### config.mk
export PLATFORM = sky130hd
export DESIGN_NAME = rtc_alarm_gpr_block
export DESIGN_NICKNAME = d
export VERILOG_FILES = /design/src/rtl/core/rtca_pkg.sv /design/src/rtl/core/rtca_core.sv /design/src/rtl/core/rtc_alarm_gpr_block.sv
export SDC_FILE = /design/constraint.sdc
export NUM_CORES = 1
export LEC_CHECK = 0
export BUFFER_PORTS_ARGS = -buffer_cell sky130_fd_sc_hd__clkbuf_2
export CORE_UTILIZATION = 32
export DETAILED_ROUTE_END_ITERATION = 12
export HOLD_SLACK_MARGIN = 0.08
export SLEW_MARGIN = 20
export SYNTH_ARGS = -nofsm -noshare
export SYNTH_HDL_FRONTEND = slang
export SYNTH_SLANG_ARGS = --single-unit
### constraint.sdc
create_clock -name clk -period 6.64 [get_ports clk]
set_clock_uncertainty 0.2 [all_clocks]
set_input_delay 0.332 -clock clk [delete_from_list [all_inputs] [get_ports clk]]
set_output_delay 0.332 -clock clk [all_outputs]
set_load 0.1 [all_outputs]
### src/rtl/core/rtca_pkg.sv
// rtca_pkg: shared types and constants for the rtc alarm / general register block
// command and status codes, input item and result structs
// no dependencies
`timescale 1ns / 1ps
`default_nettype none

package rtca_pkg;

    localparam int NUM_REGS  = 8;
    localparam int REG_IDX_W = (NUM_REGS > 1) ? $clog2(NUM_REGS) : 1;
    localparam int TICK_W    = 47;
    localparam int WORD_W    = 32;
    localparam int IDX_W     = 8;
    localparam int SEC_SHIFT = 15;

    localparam logic [TICK_W-1:0] SEC_TICKS  = TICK_W'(1) << SEC_SHIFT;
    localparam logic [TICK_W-1:0] WRAP_LIMIT = TICK_W'({WORD_W{1'b1}}) << SEC_SHIFT;

    typedef enum logic [2:0] {
        CMD_TICK      = 3'd0,
        CMD_TIME_SET  = 3'd1,
        CMD_TIME_GET  = 3'd2,
        CMD_ALARM_SET = 3'd3,
        CMD_ARM_ROLL  = 3'd4,
        CMD_REG_WRITE = 3'd5,
        CMD_REG_READ  = 3'd6,
        CMD_BTN_READ  = 3'd7
    } cmd_t;

    typedef enum logic [1:0] {
        ST_OK         = 2'd0,
        ST_NO_REG     = 2'd1,
        ST_ALARM_PAST = 2'd2
    } status_t;

    typedef struct packed {
        cmd_t              cmd;
        logic              tick_units;
        logic [TICK_W-1:0] data;
        logic              alarm_on;
        logic [IDX_W-1:0]  reg_index;
    } cmd_item_t;

    typedef struct packed {
        status_t           status;
        logic [TICK_W-1:0] read_data;
        logic              alarm_event;
        logic              rollover_event;
        logic              button_event;
    } result_t;

endpackage

`default_nettype wire

### src/rtl/core/rtca_core.sv
// rtca_core: clock count, alarm, rollover arm, button and general register state
// computes one result per command and updates state on fire
// depends on rtca_pkg
`timescale 1ns / 1ps
`default_nettype none

module rtca_core
    import rtca_pkg::*;
(
    input  wire logic      clk,
    input  wire logic      rst_n,
    input  wire logic      fire,
    input  wire cmd_item_t item,
    output result_t        res
);

    logic [TICK_W-1:0] tick_count_reg, tick_count_next;
    logic [TICK_W-1:0] alarm_ticks_reg, alarm_ticks_next;
    logic              alarm_enabled_reg, alarm_enabled_next;
    logic              rollover_armed_reg, rollover_armed_next;
    logic              button_reg, button_next;
    logic [WORD_W-1:0] gen_regs_reg [NUM_REGS];

    logic [TICK_W:0]    tick_sum;
    logic [TICK_W-1:0]  sec_ticks;
    logic               idx_ok;
    logic               reg_we;
    logic [REG_IDX_W-1:0] idx;

    assign sec_ticks = {item.data[WORD_W-1:0], {SEC_SHIFT{1'b0}}};
    assign tick_sum  = {1'b0, tick_count_reg} + {1'b0, SEC_TICKS};
    assign idx_ok    = item.reg_index < IDX_W'(NUM_REGS);
    assign idx       = item.reg_index[REG_IDX_W-1:0];

    always_comb
    begin
        tick_count_next     = tick_count_reg;
        alarm_ticks_next    = alarm_ticks_reg;
        alarm_enabled_next  = alarm_enabled_reg;
        rollover_armed_next = rollover_armed_reg;
        button_next         = button_reg;
        reg_we              = 1'b0;
        res                 = '0;
        res.status          = ST_OK;
        case (item.cmd)
            CMD_TICK:
            begin
                if (tick_sum > {1'b0, WRAP_LIMIT})
                begin
                    tick_count_next = '0;
                    if (rollover_armed_reg)
                    begin
                        rollover_armed_next = 1'b0;
                        res.rollover_event  = 1'b1;
                    end
                end
                else
                begin
                    tick_count_next = tick_sum[TICK_W-1:0];
                end
                res.alarm_event  = alarm_enabled_reg && (tick_count_next >= alarm_ticks_reg);
                button_next      = !button_reg;
                res.button_event = !button_reg;
            end
            CMD_TIME_SET:
            begin
                tick_count_next = item.tick_units ? item.data : sec_ticks;
            end
            CMD_TIME_GET:
            begin
                res.read_data = item.tick_units ? tick_count_reg
                                                : (tick_count_reg >> SEC_SHIFT);
            end
            CMD_ALARM_SET:
            begin
                if (item.alarm_on)
                begin
                    if (sec_ticks <= tick_count_reg)
                    begin
                        res.status = ST_ALARM_PAST;
                    end
                    else
                    begin
                        alarm_ticks_next   = sec_ticks;
                        alarm_enabled_next = 1'b1;
                    end
                end
                else
                begin
                    alarm_enabled_next = 1'b0;
                end
            end
            CMD_ARM_ROLL:
            begin
                rollover_armed_next = 1'b1;
            end
            CMD_REG_WRITE:
            begin
                if (idx_ok)
                    reg_we = 1'b1;
                else
                    res.status = ST_NO_REG;
            end
            CMD_REG_READ:
            begin
                if (idx_ok)
                    res.read_data = TICK_W'(gen_regs_reg[idx]);
                else
                    res.status = ST_NO_REG;
            end
            default:
            begin
                res.read_data = TICK_W'(button_reg);
            end
        endcase
    end

    always_ff @(posedge clk or negedge rst_n)
    begin
        if (!rst_n)
        begin
            tick_count_reg     <= '0;
            alarm_ticks_reg    <= '0;
            alarm_enabled_reg  <= 1'b0;
            rollover_armed_reg <= 1'b0;
            button_reg         <= 1'b0;
        end
        else if (fire)
        begin
            tick_count_reg     <= tick_count_next;
            alarm_ticks_reg    <= alarm_ticks_next;
            alarm_enabled_reg  <= alarm_enabled_next;
            rollover_armed_reg <= rollover_armed_next;
            button_reg         <= button_next;
        end
    end

    always_ff @(posedge clk or negedge rst_n)
    begin
        if (!rst_n)
        begin
            for (int i = 0; i < NUM_REGS; i++)
                gen_regs_reg[i] <= '0;
        end
        else if (fire && reg_we)
        begin
            gen_regs_reg[idx] <= item.data[WORD_W-1:0];
        end
    end

`ifndef SYNTH
    a_enable_needs_future: assert property (@(posedge clk) disable iff (!rst_n)
        (fire && item.cmd == CMD_ALARM_SET && item.alarm_on && res.status == ST_OK)
        |=> (alarm_enabled_reg && alarm_ticks_reg > $past(tick_count_reg)))
        else $error("alarm enabled at a time not in the future");
    a_roll_clears_arm: assert property (@(posedge clk) disable iff (!rst_n)
        (fire && res.rollover_event) |=> !rollover_armed_reg && tick_count_reg == '0)
        else $error("rollover event without wrap or arm clear");
    a_count_bound: assert property (@(posedge clk) disable iff (!rst_n)
        (fire && item.cmd == CMD_TICK) |=> tick_count_reg <= WRAP_LIMIT)
        else $error("tick left count past wrap limit");
`endif

endmodule

`default_nettype wire

### src/rtl/core/rtc_alarm_gpr_block.sv
// rtc_alarm_gpr_block: top level with input register, command core and two-entry result buffer
// a result goes through the input register, then the result buffer, to the output
// throughput: one command per cycle; input stalls only when the input register and both
// result slots are full
// reset: rst_n clears count, alarm, arm, button, general registers and all valid flags
// depends on rtca_pkg and rtca_core
`timescale 1ns / 1ps
`default_nettype none

module rtc_alarm_gpr_block
    import rtca_pkg::*;
(
    input  wire logic              clk,
    input  wire logic              rst_n,
    input  wire logic              in_valid,
    output logic                   in_stall,
    input  wire logic [2:0]        cmd,
    input  wire logic              in_tick_units,
    input  wire logic [TICK_W-1:0] data_value,
    input  wire logic              alarm_on,
    input  wire logic [IDX_W-1:0]  reg_index,
    output logic                   out_valid,
    input  wire logic              out_stall,
    output logic [1:0]             status,
    output logic [TICK_W-1:0]      read_data,
    output logic                   alarm_event,
    output logic                   rollover_event,
    output logic                   button_event
);

    cmd_item_t item_reg;
    logic      item_valid_reg;
    result_t   head_reg, skid_reg, core_res;
    logic      head_valid_reg, skid_valid_reg;
    logic      fire, in_xfer, pop;

    assign fire     = item_valid_reg && !skid_valid_reg;
    assign in_stall = item_valid_reg && !fire;
    assign in_xfer  = in_valid && !in_stall;
    assign pop      = head_valid_reg && !out_stall;

    rtca_core u_core (
        .clk   (clk),
        .rst_n (rst_n),
        .fire  (fire),
        .item  (item_reg),
        .res   (core_res)
    );

    always_ff @(posedge clk or negedge rst_n)
    begin
        if (!rst_n)
            item_valid_reg <= 1'b0;
        else if (in_xfer || fire)
            item_valid_reg <= in_xfer;
    end

    always_ff @(posedge clk)
    begin
        if (in_xfer)
        begin
            item_reg.cmd        <= cmd_t'(cmd);
            item_reg.tick_units <= in_tick_units;
            item_reg.data       <= data_value;
            item_reg.alarm_on   <= alarm_on;
            item_reg.reg_index  <= reg_index;
        end
    end

    // result buffer: head drives the port, skid catches a transfer while head is stalled
    always_ff @(posedge clk or negedge rst_n)
    begin
        if (!rst_n)
        begin
            head_valid_reg <= 1'b0;
            skid_valid_reg <= 1'b0;
        end
        else
        begin
            if (skid_valid_reg)
            begin
                if (pop)
                    skid_valid_reg <= 1'b0;
            end
            else if (fire)
            begin
                head_valid_reg <= 1'b1;
                skid_valid_reg <= head_valid_reg && !pop;
            end
            else if (pop)
            begin
                head_valid_reg <= 1'b0;
            end
        end
    end

    always_ff @(posedge clk)
    begin
        if (skid_valid_reg)
        begin
            if (pop)
                head_reg <= skid_reg;
        end
        else if (fire)
        begin
            if (!head_valid_reg || pop)
                head_reg <= core_res;
            else
                skid_reg <= core_res;
        end
    end

    assign out_valid      = head_valid_reg;
    assign status         = head_reg.status;
    assign read_data      = head_reg.read_data;
    assign alarm_event    = head_reg.alarm_event;
    assign rollover_event = head_reg.rollover_event;
    assign button_event   = head_reg.button_event;

`ifndef SYNTH
    a_skid_needs_head: assert property (@(posedge clk) disable iff (!rst_n)
        skid_valid_reg |-> head_valid_reg)
        else $error("skid slot full with empty head");
    a_stall_when_full: assert property (@(posedge clk) disable iff (!rst_n)
        in_stall |-> (item_valid_reg && skid_valid_reg))
        else $error("input stalled with room in the result buffer");
    a_skid_refills_head: assert property (@(posedge clk) disable iff (!rst_n)
        (pop && skid_valid_reg) |=> (head_valid_reg && !skid_valid_reg))
        else $error("buffered result lost after head transfer");
    a_events_quiet: assert property (@(posedge clk) disable iff (!rst_n)
        (out_valid && (alarm_event || rollover_event || button_event))
        |-> (status == ST_OK && read_data == '0))
        else $error("event result carries status or data");
`endif

endmodule

`default_nettype wire
Word-level counts from Yosys, hierarchy flattened
Index checks and enable logic that the tools add are counted.
Storage, ports and cells
  register bits: 505
  input bits: 64
  ROM bits: 0
  RAM bits: 0
  output and inout bits: 54
  memories kept: 0
  logic and storage cells: 119
  latch bits: 0
Cells by class
  add/sub/neg operators: 1
  multipliers: 0
  reductions and logical operators: 33
  shift-type cells: 0
  div/mod/pow operators: 0
  $lt $le $gt $ge: 6
  multiplexer cells: 35
  equal/unequal tests: 9
  bitwise operators: 4
Operators with widths (number)
  256-bit bitwise mux: 1
  52-bit 2-to-1 mux: 4
  47-bit 2-to-1 mux: 4
  47-bit case mux with 3 select lines: 1
  32-bit 2-to-1 mux: 4
  32-bit binary-select mux with 3-bit select: 1
  32-bit demux with 3-bit select: 1
  47-bit case mux with 2 select lines: 1
  47-bit by 16-bit adder with 48-bit output, second input constant: 1
  48-bit by 47-bit > comparator with 1-bit output, second input constant: 1
  47-bit greater-or-equal comparator: 1
  47-bit <= comparator: 1
  1-bit 2-to-1 mux: 13
  3-bit AND reduction: 4
  2-bit nonzero test: 5
  3-bit == test, second input constant: 3
  1-bit logical AND: 8
  8-bit by 4-bit < comparator with 1-bit output, second input constant: 1
  1-bit zero test: 7
  3-bit by 2-bit == test with 1-bit output, second input constant: 2
  2-bit AND reduction: 3
  5-bit OR reduction: 1
  4-bit greater-or-equal comparator, second input constant: 1
  4-bit by 1-bit < comparator with 1-bit output, second input constant: 1
  other kinds (13): 18

Logic depth before layout (Yosys ltp)
Gate-level depths: netlist of run 1.
  depth in word-level cells: 10
  depth in mapped cells: 21
  depth with buffers taken out: 17

By module
Synthesis of run 1 repeated with hierarchy kept, for this count alone.
Unflattened totals
  cell total of the unflattened synthesis: 1879
  area total of the unflattened synthesis: 23899.2 um^2
By module, submodules not included
  rtca_core: instances 1, seq. area each 8458.1 um^2, area an instance 18087.3 um^2, cells each 1640
  rtc_alarm_gpr_block: instances 1, seq. area each 4999.8 um^2, area an instance 5811.8 um^2, cells each 239

Least setup slack after synthesis of run 1
Ideal clock, no wire load.
  path kind: reg2reg
  start: reg skid_valid_reg
  end: reg head_reg (netlist bit alarm_event) (enable)
  setup slack: 0.997 ns
  path buffers: 2
  required time: 5.899 ns
  clock period less this slack: 5.643 ns
  setup time: 0.541 ns
  cell stages (with the launch flop): 5
  arrival: 4.902 ns
  cell sequence: dfrtp_1 -> buf_1 -> buf_1 -> nand2_1 -> a21boi_0
Between the ends
  longest elaborated chain between the ends: 4
  elaborated cells between the ends (all ways): 6
  classes of those cells: eq/ne: 1; reduce/logical: 5
Ends and longest elaborated chain
  from (decl): RTL line rtc_alarm_gpr_block.sv:34  | logic head_valid_reg, skid_valid_reg;
  from (signal assigned): RTL line rtc_alarm_gpr_block.sv:88  | skid_valid_reg <= head_valid_reg && !pop;
  1-bit zero test: RTL line rtc_alarm_gpr_block.sv:37  | assign fire = item_valid_reg && !skid_valid_reg;
  1-bit logical AND: RTL line rtc_alarm_gpr_block.sv:37
  2-bit nonzero test (no line)
  3-bit AND reduction (no line) *
  to (signal assigned): RTL line rtc_alarm_gpr_block.sv:102  | head_reg <= skid_reg;
  to (signal assigned): RTL line rtc_alarm_gpr_block.sv:107  | head_reg <= core_res;
  to (decl): RTL line rtc_alarm_gpr_block.sv:33  | result_t head_reg, skid_reg, core_res;
Every way passes the cells marked *; elsewhere a longest branch is shown, timed or not.
A chain may end at the register's enable or synchronous reset.

Final worst setup path of run 1
  start: reg u_core.tick_count_reg[15]
  end: reg head_reg (netlist bit alarm_event) (data pin)
Between the ends
  longest elaborated chain between the ends: 10
Ends and longest elaborated chain
  from (decl): RTL line rtca_core.sv:17  | logic [TICK_W-1:0] tick_count_reg, tick_count_next;
  from (signal assigned): RTL line rtca_core.sv:130  | tick_count_reg <= tick_count_next;
  47-bit by 16-bit adder with 48-bit output *: RTL line rtca_core.sv:31  | assign tick_sum = {1'b0, tick_count_reg} + {1'b0, SEC_TICKS};
  48-bit by 47-bit > comparator with 1-bit output: RTL line rtca_core.sv:48  | if (tick_sum > {1'b0, WRAP_LIMIT})
  47-bit 2-to-1 mux *: RTL line rtca_core.sv:48
  47-bit 2-to-1 mux *: RTL line rtca_core.sv:45  | case (item.cmd)
  47-bit greater-or-equal comparator *: RTL line rtca_core.sv:61  | res.alarm_event = alarm_enabled_reg && (tick_count_next >= alarm_ticks_reg);
  1-bit logical AND *: RTL line rtca_core.sv:61
  3-bit 2-to-1 mux *: RTL line rtca_core.sv:45
  52-bit 2-to-1 mux *: RTL line rtc_alarm_gpr_block.sv:106  | if (!head_valid_reg || pop)
  52-bit 2-to-1 mux *: RTL line rtc_alarm_gpr_block.sv:104  | else if (fire)
  52-bit 2-to-1 mux *: RTL line rtc_alarm_gpr_block.sv:99  | if (skid_valid_reg)
Every way passes the cells marked *; elsewhere a longest branch is shown, timed or not. The select of a mux whose other input is x is not followed.

==> results by group, run 1 <==
Cells and area
  – Share of cells above drive strength 1: 29.4%
  – Reg area: 13500 sq um
  – Synthesis-to-layout area growth: 16.8%
  – Non-filler instance count after layout: 3064
  – Layout fillers: 7144
  – # nets final: 2176
  – Final instance area: 28200 sq um
  – Final Core Density: 37.8%
  – Max FFs per register: 256
  – Multi-input gate area: 9800 sq um

Global route
  – First-pass GRT wire length: 117000 um
  – Remaining Overflow, GRT: 0
  – Global Route Usage Sum: 20.4%
  – Initial antenna violation count: 4
  – Vias in the first global route: 17300
  – Largest net degree at the start of global routing: 181

Die
  – Core Box Area: 74600 sq um
  – Initial Util: 32.4%
  – Die area: 76600 sq um
  – Die Span Y: 277 um
  – Die X: 277 um
  – Io pins: 118
  – Placement row count: 100

Placement
  – Post-DP HPWL: 51500 um
  – Total placed cells including tap cells: 2897
  – Routability cong.: 0.947
  – Post-Place Cell Area: 25600 sq um
  – Pre-CTS setup slack: 677 ps
  – Port bufs: 117

Worst setup path
  – Critical setup path kind: reg -> reg
  – Worst setup SP type: register
  – Reg2Reg Depth: 16
  – Worst R2R Start: u_core.tick_count_reg[15]
  – Worst-path fanout max: 19
  – CP startpoint: u_core.tick_count_reg[15]
  – Crit path to: alarm_event
  – Crit. End Element: register
  – Worst Path Required: 6890 ps
  – Register-to-register setup slack: 580 ps
  – Worst path arrival time: 6310 ps
  – Critical R2R Capture: alarm_event

Timing
  – Setup TNS: 0 ps
  – Final hold violations: 0
  – Least-Margin Pin Slew: 1030 ps
  – Max Slew Vio Count: 0
  – RSZ-0062 raised after global routing: no
  – Slew Limit Headroom: 31.4%
  – Final period util: 91.3%
  – Final setup fails: 0
  – Hold slack final: 115 ps
  – Max Clk Rate: 0.165 GHz
  – Min cycle time layout: 6060 ps
  – Setup ws final: 581 ps

Drt
  – Via count: 17100
  – DRT Pass-1 Iters: 7
  – Antenna viol nets, final: 0
  – Mean number of vias per cell: 5.59
  – Routed wire length: 79100 um
  – DRT iter0 DRCs: 1555
  – Avg WL per Cell: 25.8 um
  – # DRC: 0

Clocking
  – Clock-pin slew on the worst setup and hold paths: 70 ps
  – CTS sink cnt: 505
  – Resized cells post-CTS: 0
  – Post-CTS Setup Bufs: 0
  – CTS tree: yes
  – Cts bufs inserted: 54
  – Cts hold-fix bufs: 63
  – Clock Latency Late Sink: 640 ps
  – Root Buffer: clkbuf_16
  – Max Root-Sink Buffers: 3
  – CTS H-tree depth: 2

Synth
  – Post-synthesis area per instance: 12.5 sq um
  – FF+latch count, synth: 505
  – Synth warnings: 0
  – Top_reg_cell synth: dfrtp_1
  – Mapped cell area: 24200 sq um
  – Post-synth EDFFs: 164
  – Post-synthesis sequential area ratio: 55.7%
  – Post-Synthesis Cells: 1935
  – Cell variety after synth: 66
  – Net count after synthesis: 2064
  – Async SR Flop Fraction: 67.5%

Power
  – Clock Power Share: 29.3%
  – Peak supply drop: 0.254 mV
  – Int Pwr: 6.60 mW
  – Flop pwr share: 39.5%
  – Power consumption: 11.0 mW
  – Sw Share: 39.8%
  – Pwr dens: 389 nW/um^2
  – Power share of the combinational group: 31.1%
  – Switching power total: 4.37 mW
  – Leakage: 12.6 nW

Status
  – Status: finished clean

Run
  – Maxcap violations: 0

Worst hold path
  – Hold WC Path Type: in -> async
==> per-layer routing <==
metal,GRT usage [%],vias to the layer above,part of all wire (%)
met5,0,-,0
met4,4.89,0,2.0
met3,3.53,97,7.2
met2,32.2,620,46
met1,29.0,8901,45
li1,-,7510,-
==> layout make-up <==
| class | instances | share of cell area [%] |
|---|---|---|
| clock inverters | 32 | 1.33 |
| repair buffers | 220 | 5.47 |
| diodes | 2 | 0.0177 |
| inverters | 67 | 0.892 |
| multi-input cells | 1199 | 34.8 |
| flip-flops and latches | 505 | 47.7 |
| clock buffers | 70 | 5.51 |
| well taps | 969 | 4.30 |
==> worst max-delay path, stage by stage, from the launching register on <==
cell     delay [ps]
dfrtp_1         580
ha_1            320
nand3_1         330
nor4_1          650
nand3_1         190
xnor2_1         200
or3_4           450
o31ai_4         460
buf_4           370
nor2_1          100
ha_1            300
and4_1          200
nand3_1         230
or4_1           500
o41ai_1         380
nand3_1         170
o31ai_1         250
==> cells in the mapped netlist (5+ instances only) <==
cell      number  area [sq um]
a211o_1        7          61.3
nor4_1        18           113
a22oi_1        6          45.0
a21o_1        18           135
o22ai_1       98           613
or4_1         39           293
a211oi_1       5          37.5
dfrtp_1      341          8530
mux2i_1       61           611
and2_1         7          43.8
inv_1         67           251
nand2b_1       7          43.8
or3_1         11          68.8
nor2_1        69           259
o21ai_0       57           285
buf_4         11          82.6
a22o_1        19           166
o31ai_1       16           120
clkbuf_1      96           360
nand4_1       22           138
buf_1         37           139
nand2_1       72           270
nand3_1       31           155
and3_1        24           150
ha_1          65           813
xnor2_1       23           201
a21oi_1       43           215
buf_2         17          85.1
nor3_1        47           235
o221ai_1      44           385
edfxtp_1     164          4920
mux2_2       341          3840
==> worst min path at each step <==
stage / end / cells past startpoint / from
floorplan: item_valid_reg / 0 / rst_n
global placement: u_core.alarm_ticks_reg[34] / 1 / rst_n
detailed placement: u_core.alarm_ticks_reg[38] / 1 / rst_n
CTS: u_core.alarm_ticks_reg[38] / 2 / rst_n
global route: u_core.tick_count_reg[37] / 2 / rst_n
finish: u_core.tick_count_reg[37] / 2 / rst_n
==> cells in the final DEF (no fill, tap or decap), types with 5 or more instances in the layout <==
cell / synthesis / layout
nor3_1: 47 / 45
clkinvlp_4: 0 / 5
mux2i_1: 61 / 61
or3_1: 11 / 11
a21oi_1: 43 / 43
a22oi_1: 6 / 6
clkbuf_16: 0 / 57
a211oi_1: 5 / 5
clkbuf_2: 0 / 116
dlygate4sd3_1: 0 / 63
o31ai_1: 16 / 16
dfrtp_1: 341 / 340
nor2_1: 69 / 68
or4_1: 39 / 39
mux2_2: 341 / 341
clkinv_2: 0 / 10
nor4_1: 18 / 18
a22o_1: 19 / 19
buf_4: 11 / 38
edfxtp_1: 164 / 164
o22ai_1: 98 / 98
nand2b_1: 7 / 7
a21o_1: 18 / 18
clkbuf_8: 0 / 8
nand3_1: 31 / 30
o221ai_1: 44 / 44
nand2_1: 72 / 68
nand4_1: 22 / 22
o21ai_0: 57 / 57
clkbuf_1: 96 / 5
bufinv_16: 0 / 5
ha_1: 65 / 65
a211o_1: 7 / 7
and3_1: 24 / 24
and2_1: 7 / 7
inv_1: 67 / 67
xnor2_1: 23 / 23
==> cell families after synthesis <==
logic type	synth area share [%]
flip-flops	55.7
multiplexers	18.4
AND/OR/NAND/NOR	8.10
AO/OA/AOI/OAI	9.58
buffers and inverters	3.94
adder cells (fa/ha/maj)	3.37
XOR/XNOR	0.870
==> power groups by stage <==
| stage | clock [mW] | combinational [mW] | sequential (mW) |
|---|---|---|---|
| after floorplan | 0 | 1.55 | 5.23 |
| after global placement | 0 | 3.34 | 4.39 |
| after detailed placement | 0 | 3.39 | 4.40 |
| after CTS | 3.28 | 3.42 | 4.34 |
| after global routing | 3.40 | 3.64 | 4.39 |
| final | 3.22 | 3.42 | 4.34 |
Power figures use the tool's default switching activity.
==> inputs of run 2 (changes only) <==
ABC_AREA = 1   (was default)
==> results by group, run 2 <==
Drt
  – # DRC: 4 (+4)
  – Mean number of vias per cell: 5.13 (-8.3%)
  – DRT Pass-1 Iters: 10 (+3)
  – Antenna viol nets, final: 0 (unchanged)
  – Avg WL per Cell: 20.3 um (-22%)
  – Routed wire length: 76800 um (-2.9%)
  – Via count: 19400 (+13%)
  – DRT iter0 DRCs: 1909 (+23%)

Clocking
  – Resized cells post-CTS: 0 (unchanged)
  – CTS H-tree depth: 2 (unchanged)
  – Clock Latency Late Sink: 620 ps (-20 ps)
  – Post-CTS Setup Bufs: 0 (unchanged)
  – Cts bufs inserted: 52 (-3.7%)
  – Clock-pin slew on the worst setup and hold paths: 70 ps (about the same)
  – CTS sink cnt: 505 (unchanged)
  – CTS tree: yes
  – Root Buffer: clkbuf_16
  – Cts hold-fix bufs: 63 (unchanged)
  – Max Root-Sink Buffers: 3 (unchanged)

Timing
  – Slew Limit Headroom: 23.1% (-8.3 points)
  – RSZ-0062 raised after global routing: no
  – Hold slack final: 113 ps (-1.77 ps)
  – Final period util: 77.5% (-14 points)
  – Final setup fails: 0 (unchanged)
  – Setup TNS: 0 ps (unchanged)
  – Final hold violations: 0 (unchanged)
  – Max Clk Rate: 0.194 GHz (+18%)
  – Least-Margin Pin Slew: 1150 ps (+123 ps)
  – Min cycle time layout: 5150 ps (-910 ps)
  – Max Slew Vio Count: 0 (unchanged)

Die
  – Io pins: 118 (unchanged)
  – Core Box Area: 73100 sq um (-2.0%)
  – Die area: 75000 sq um (-2.1%)
  – Initial Util: 32.4% (about the same)
  – Die X: 274 um (-1.0%)
  – Placement row count: 99 (-1.0%)
  – Die Span Y: 274 um (-1.0%)

Synth
  – Synth top area share: 36.1% (+0.76 points)
  – FF+latch count, synth: 505 (unchanged)
  – Net count after synthesis: 2783 (+35%)
  – Post-Synthesis Cells: 2654 (+37%)
  – Most common cell in the synthesized netlist: nand2_1
  – Largest cells by area after synthesis: dfrtp_1, edfxtp_1, nand2_1
  – Top_reg_cell synth: dfrtp_1
  – Synth warnings: 0 (unchanged)
  – Post-synth top area cell: dfrtp_1
  – Post-synth EDFFs: 164 (unchanged)
  – Cell variety after synth: 49 (-26%)
  – Synth top cells by count: nand2_1, o21ai_0, dfrtp_1
  – Async SR Flop Fraction: 67.5% (unchanged)
  – Post-synthesis sequential area ratio: 56.9% (+1.2 points)
  – Post-synthesis area per instance: 8.91 sq um (-29%)
  – Mapped cell area: 23600 sq um (-2.1%)

Worst setup path
  – Worst-path fanout max: 31 (+12)
  – Worst path arrival time: 5320 ps (-990 ps)
  – Worst setup SP type: register
  – Worst Path Required: 6810 ps (-80 ps)
  – Crit. End Element: register
  – Critical setup path kind: reg -> reg

Global route
  – Vias in the first global route: 18700 (+7.9%)
  – Initial antenna violation count: 0 (-4)
  – First-pass GRT wire length: 117000 um (+0.23%)
  – Remaining Overflow, GRT: 0 (unchanged)
  – Largest net degree at the start of global routing: 104 (-43%)
  – Global Route Usage Sum: 20.5% (+0.14 points)

Cells and area
  – Final Core Density: 37.9% (+0.067 points)
  – # nets final: 2917 (+34%)
  – Multi-input gate area: 9040 sq um (-7.7%)
  – Reg area: 13500 sq um (unchanged)
  – Share of cells above drive strength 1: 9.85% (-20 points)
  – Max FFs per register: 256 (unchanged)
  – Commonest non-fill, non-tap cells in the layout: nand2_1, o21ai_0, dfrtp_1
  – Most common cell after layout, fill and taps aside: nand2_1
  – Layout fillers: 7489 (+4.8%)
  – Synthesis-to-layout area growth: 17.1%

Status
  – Failing checks: DRC
  – Status: finished with violations

Placement
  – Port bufs: 117 (unchanged)
  – Post-DP HPWL: 51500 um (about the same)
  – Routability cong.: 0.905 (-4.4%)

Power
  – Pwr dens: 401 nW/um^2 (+3.0%)
  – Peak supply drop: 0.224 mV (-12%)
  – Leakage: 12.3 nW (-2.7%)
  – Power consumption: 11.1 mW (+1.1%)

Worst hold path
  – Hold WC Path Type: in -> async

Run
  – Maxcap violations: 0 (unchanged)
## run 2: changes by cell type after synthesis, sizes merged, moves of 37 or more
cell,delta
o21ai,+361
nand3,+42
o221ai,-37
or4,-39
nand2,+692
a21oi,+41
buf,-45
nor2,+127
mux2i,-61
mux2,-340
inv,+119
## run 2: path summary, 6_finish.rpt
check                                          start                       end  slack, ps  cells past startpoint
max                        u_core.tick_count_reg[16]               alarm_event       1490                     25
min                                            rst_n  u_core.gen_regs_reg[185]        110                      2
max reg2reg                u_core.tick_count_reg[16]               alarm_event       1490                     25
min reg2reg                  u_core.gen_regs_reg[40]   u_core.gen_regs_reg[40]        280                      2
max in group asynchronous                      rst_n            skid_valid_reg       4560                      3
min in group clk                        reg_index[4]               item_reg[4]        230                      2
## run 2: metrics by stage
stage / area, sq um / cells / setup slack [ps]
floorplan: 23600 / 2654 / 2240
global placement: 25200 / 3630 / 1510
detailed placement: 25200 / 3630 / 1470
CTS: 27700 / 3791 / 1440
global route: 27700 / 3791 / 1160
finish: 27700 / 3792 / 1490
## run 2: cells by family after synthesis
kind of cell / count (synthesis) / share of synthesized area [%]
AND/OR/NAND/NOR: 1083 / 18.4
AO/OA/AOI/OAI: 681 / 16.0
flip-flops: 505 / 56.9
buffers and inverters: 317 / 5.16
adder cells (fa/ha/maj): 65 / 3.44
XOR/XNOR: 2 / 0.0741
multiplexers: 1 / 0.0476
## run 2: area by class of cell
class	instances	share of cell area (%)
Clock inverter	35	1.44
Timing Repair Buffer	210	5.30
Clock buffer	63	5.11
Sequential cell	505	48.6
Antenna cell	1	0.00904
Inverter	187	2.54
Multi-Input combinational cell	1832	32.7
Tap cell	959	4.33
## run 2: layer usage
layer / GRT usage [%] / share of wire (%) / vias up
met4: 5.81 / 2.6 / 0
li1: - / - / 9284
met2: 33.7 / 47 / 616
met3: 2.71 / 6.0 / 118
met5: 0 / 0 / -
met1: 28.3 / 44 / 9422
## run 2: critical path: stages, from the launching register on
cell and delay, ps:
dfrtp_1 430, ha_1 230, nand2_2 90, nor2_4 210, nand2_2 120, nor2_1 260, nand2_1 90, nand2_1 90
nand2_1 90, nor2_1 100, nand2_1 60, nor2_1 140, nand3_2 110, nand2_4 240, inv_4 220, nand2_1 130
inv_1 50, ha_1 260, nand2_1 80, nor2_1 50, a211oi_1 210, nor3_1 80, a2111oi_0 740, nand3_1 380
nand3_1 150, nand2_1 60
## run 2: power by group
part           internal [mW]  switching [mW]  leakage [nW]
Combinational          0.856            2.96          5.22
Sequential              3.82           0.363          6.22
Clock                   1.80            1.30         0.875
Total                   6.47            4.62          12.3
==> inputs of run 3 (changes only) <==
clock period = 5.4 ns   (was 6.64 ns; I/O delays follow)
==> results by group, run 3 (synthesis results as in run 2) <==
Global route
  – First-pass GRT wire length: 118000 um (+0.28%)
  – Vias in the first global route: 18700 (+0.10%)
  – Largest net degree at the start of global routing: 118 (+13%)
  – Remaining Overflow, GRT: 0 (unchanged)
  – Global Route Usage Sum: 20.7% (+0.16 points)
  – Initial antenna violation count: 0 (unchanged)

Cells and area
  – Most common cell after layout, fill and taps aside: nand2_1
  – Multi-input gate area: 9040 sq um (unchanged)
  – Share of cells above drive strength 1: 10.2% (+0.39 points)
  – Synthesis-to-layout area growth: 17.2% (about the same)
  – Max FFs per register: 256 (unchanged)
  – Reg area: 13500 sq um (unchanged)
  – # nets final: 2927 (+0.34%)
  – Commonest non-fill, non-tap cells in the layout: nand2_1, o21ai_0, dfrtp_1
  – Diode count: 0 (-1)
  – Layout fillers: 7459 (-0.40%)

Timing
  – Final hold violations: 0 (unchanged)
  – Max Clk Rate: 0.210 GHz (+8.3%)
  – Max Slew Vio Count: 0 (unchanged)
  – Final period util: 88.1% (+11 points)
  – Hold slack final: 113 ps (-0.467 ps)
  – Min cycle time layout: 4760 ps (-393 ps)
  – Least-Margin Pin Slew: 1140 ps (-8.33 ps)
  – Setup TNS: 0 ps (unchanged)
  – RSZ-0062 raised after global routing: no
  – Slew Limit Headroom: 23.7% (+0.56 points)
  – Final setup fails: 0 (unchanged)

Worst setup path
  – Worst setup SP type: register
  – Worst Path Required: 5560 ps (-1250 ps)
  – Critical setup path kind: reg -> reg
  – Worst-path fanout max: 31 (unchanged)
  – Crit. End Element: register
  – Worst path arrival time: 4910 ps (-410 ps)
  – CP startpoint: u_core.tick_count_reg[16]
  – Worst R2R Start: u_core.tick_count_reg[16]

Clocking
  – Clock Latency Late Sink: 620 ps (about the same)
  – Cts bufs inserted: 53 (+1.9%)
  – Clock-pin slew on the worst setup and hold paths: 60 ps (about the same)
  – Resized cells post-CTS: 0 (unchanged)
  – CTS sink cnt: 505 (unchanged)
  – Root Buffer: clkbuf_16
  – Max Root-Sink Buffers: 3 (unchanged)
  – CTS tree: yes
  – CTS H-tree depth: 2 (unchanged)

Die
  – Io pins: 118 (unchanged)
  – Die area: 75000 sq um (unchanged)
  – Die X: 274 um (unchanged)
  – Core Box Area: 73100 sq um (unchanged)
  – Initial Util: 32.4% (unchanged)
  – Placement row count: 99 (unchanged)
  – Die Span Y: 274 um (unchanged)

Placement
  – Routability cong.: 0.937 (+3.6%)
  – Post-DP HPWL: 53100 um (+3.2%)
  – Port bufs: 117 (unchanged)

Status
  – Status: finished with violations
  – Failing checks: DRC

Run
  – Maxcap violations: 0 (unchanged)

Drt
  – # DRC: 2 (-2)
  – Mean number of vias per cell: 5.10 (-0.47%)
  – Via count: 19400 (-0.24%)
  – DRT Pass-1 Iters: 10 (unchanged)
  – Antenna viol nets, final: 0 (unchanged)
  – DRT iter0 DRCs: 2033 (+6.5%)
  – Routed wire length: 77500 um (+0.89%)
  – Avg WL per Cell: 20.4 um (+0.65%)

Power
  – Leakage: 12.3 nW (+0.29%)
  – Pwr dens: 491 nW/um^2 (+22%)
  – Peak supply drop: 0.313 mV (+40%)

Worst hold path
  – Hold WC Path Type: in -> async
## run 3: final cells by class
cell class / count / share of cell area [%]
sequential: 505 / 48.6
tap: 959 / 4.33
inverter: 187 / 2.54
multi-input combinational: 1832 / 32.6
clock inverter: 29 / 0.993
timing repair buffer: 219 / 5.57
clock buffer: 70 / 5.35
## run 3: stage by stage
step	cell area (sq um)	worst slack [ps]	power, mW	cells	utilization, %
after floorplan	23600	999	8.39	2654	-
after global placement	25300	793	9.90	3639	34.6
after detailed placement	25300	723	9.91	3639	34.6
after CTS	27700	669	13.7	3801	37.9
after global routing	27700	198	14.3	3801	37.9
final	27700	644	13.6	3801	37.9
## run 3: repair_timing
action	4_1_cts	5_1_grt
hold buffers	63	0
endpoints found under the hold margin	172	0
setup buffers	0	0
setup endpoints to repair	0	0
## run 3: report_power, final
group / internal, mW / switching (mW) / leakage, nW
Clock: 2.13 / 1.59 / 0.866
Combinational: 1.09 / 3.66 / 5.26
Sequential: 4.69 / 0.436 / 6.22
## run 3: critical path, cell delays in order, from the launching register on
cell and delay (ps):
dfrtp_1 430, ha_1 230, nand2_2 90, nor2_4 210, nand3_1 220, o21ai_1 280
nand2_1 110, nor2_1 120, nand2_1 70, nor2_1 170, nand3_2 120, nand2_4 240
inv_4 220, nand2_1 150, inv_1 50, ha_1 260, nand2_1 80, nor2_1 50
a211oi_1 210, nor3_1 70, a2111oi_0 310, buf_4 200, nand3_1 220, nand3_1 130
nand2_1 50
## run 3: worst paths after layout
kind,endpoint,slack (ps),cells past startpoint
max in group asynchronous,u_core.alarm_ticks_reg[26],3610,3
worst min-delay path,u_core.gen_regs_reg[249],110,2
worst max register to register,alarm_event,640,24
worst max-delay path,alarm_event,640,24
min in group clk,item_reg[27],170,2
worst min register to register,u_core.gen_regs_reg[40],270,2
## run 3: layer usage
layer	vias up	wire length [um]	GRT usage [%]
li1	9306	-	-
met1	9327	34100	28.3
met2	619	36000	33.2
met3	142	4360	2.61
met4	0	3030	8.12
met5	-	0	0
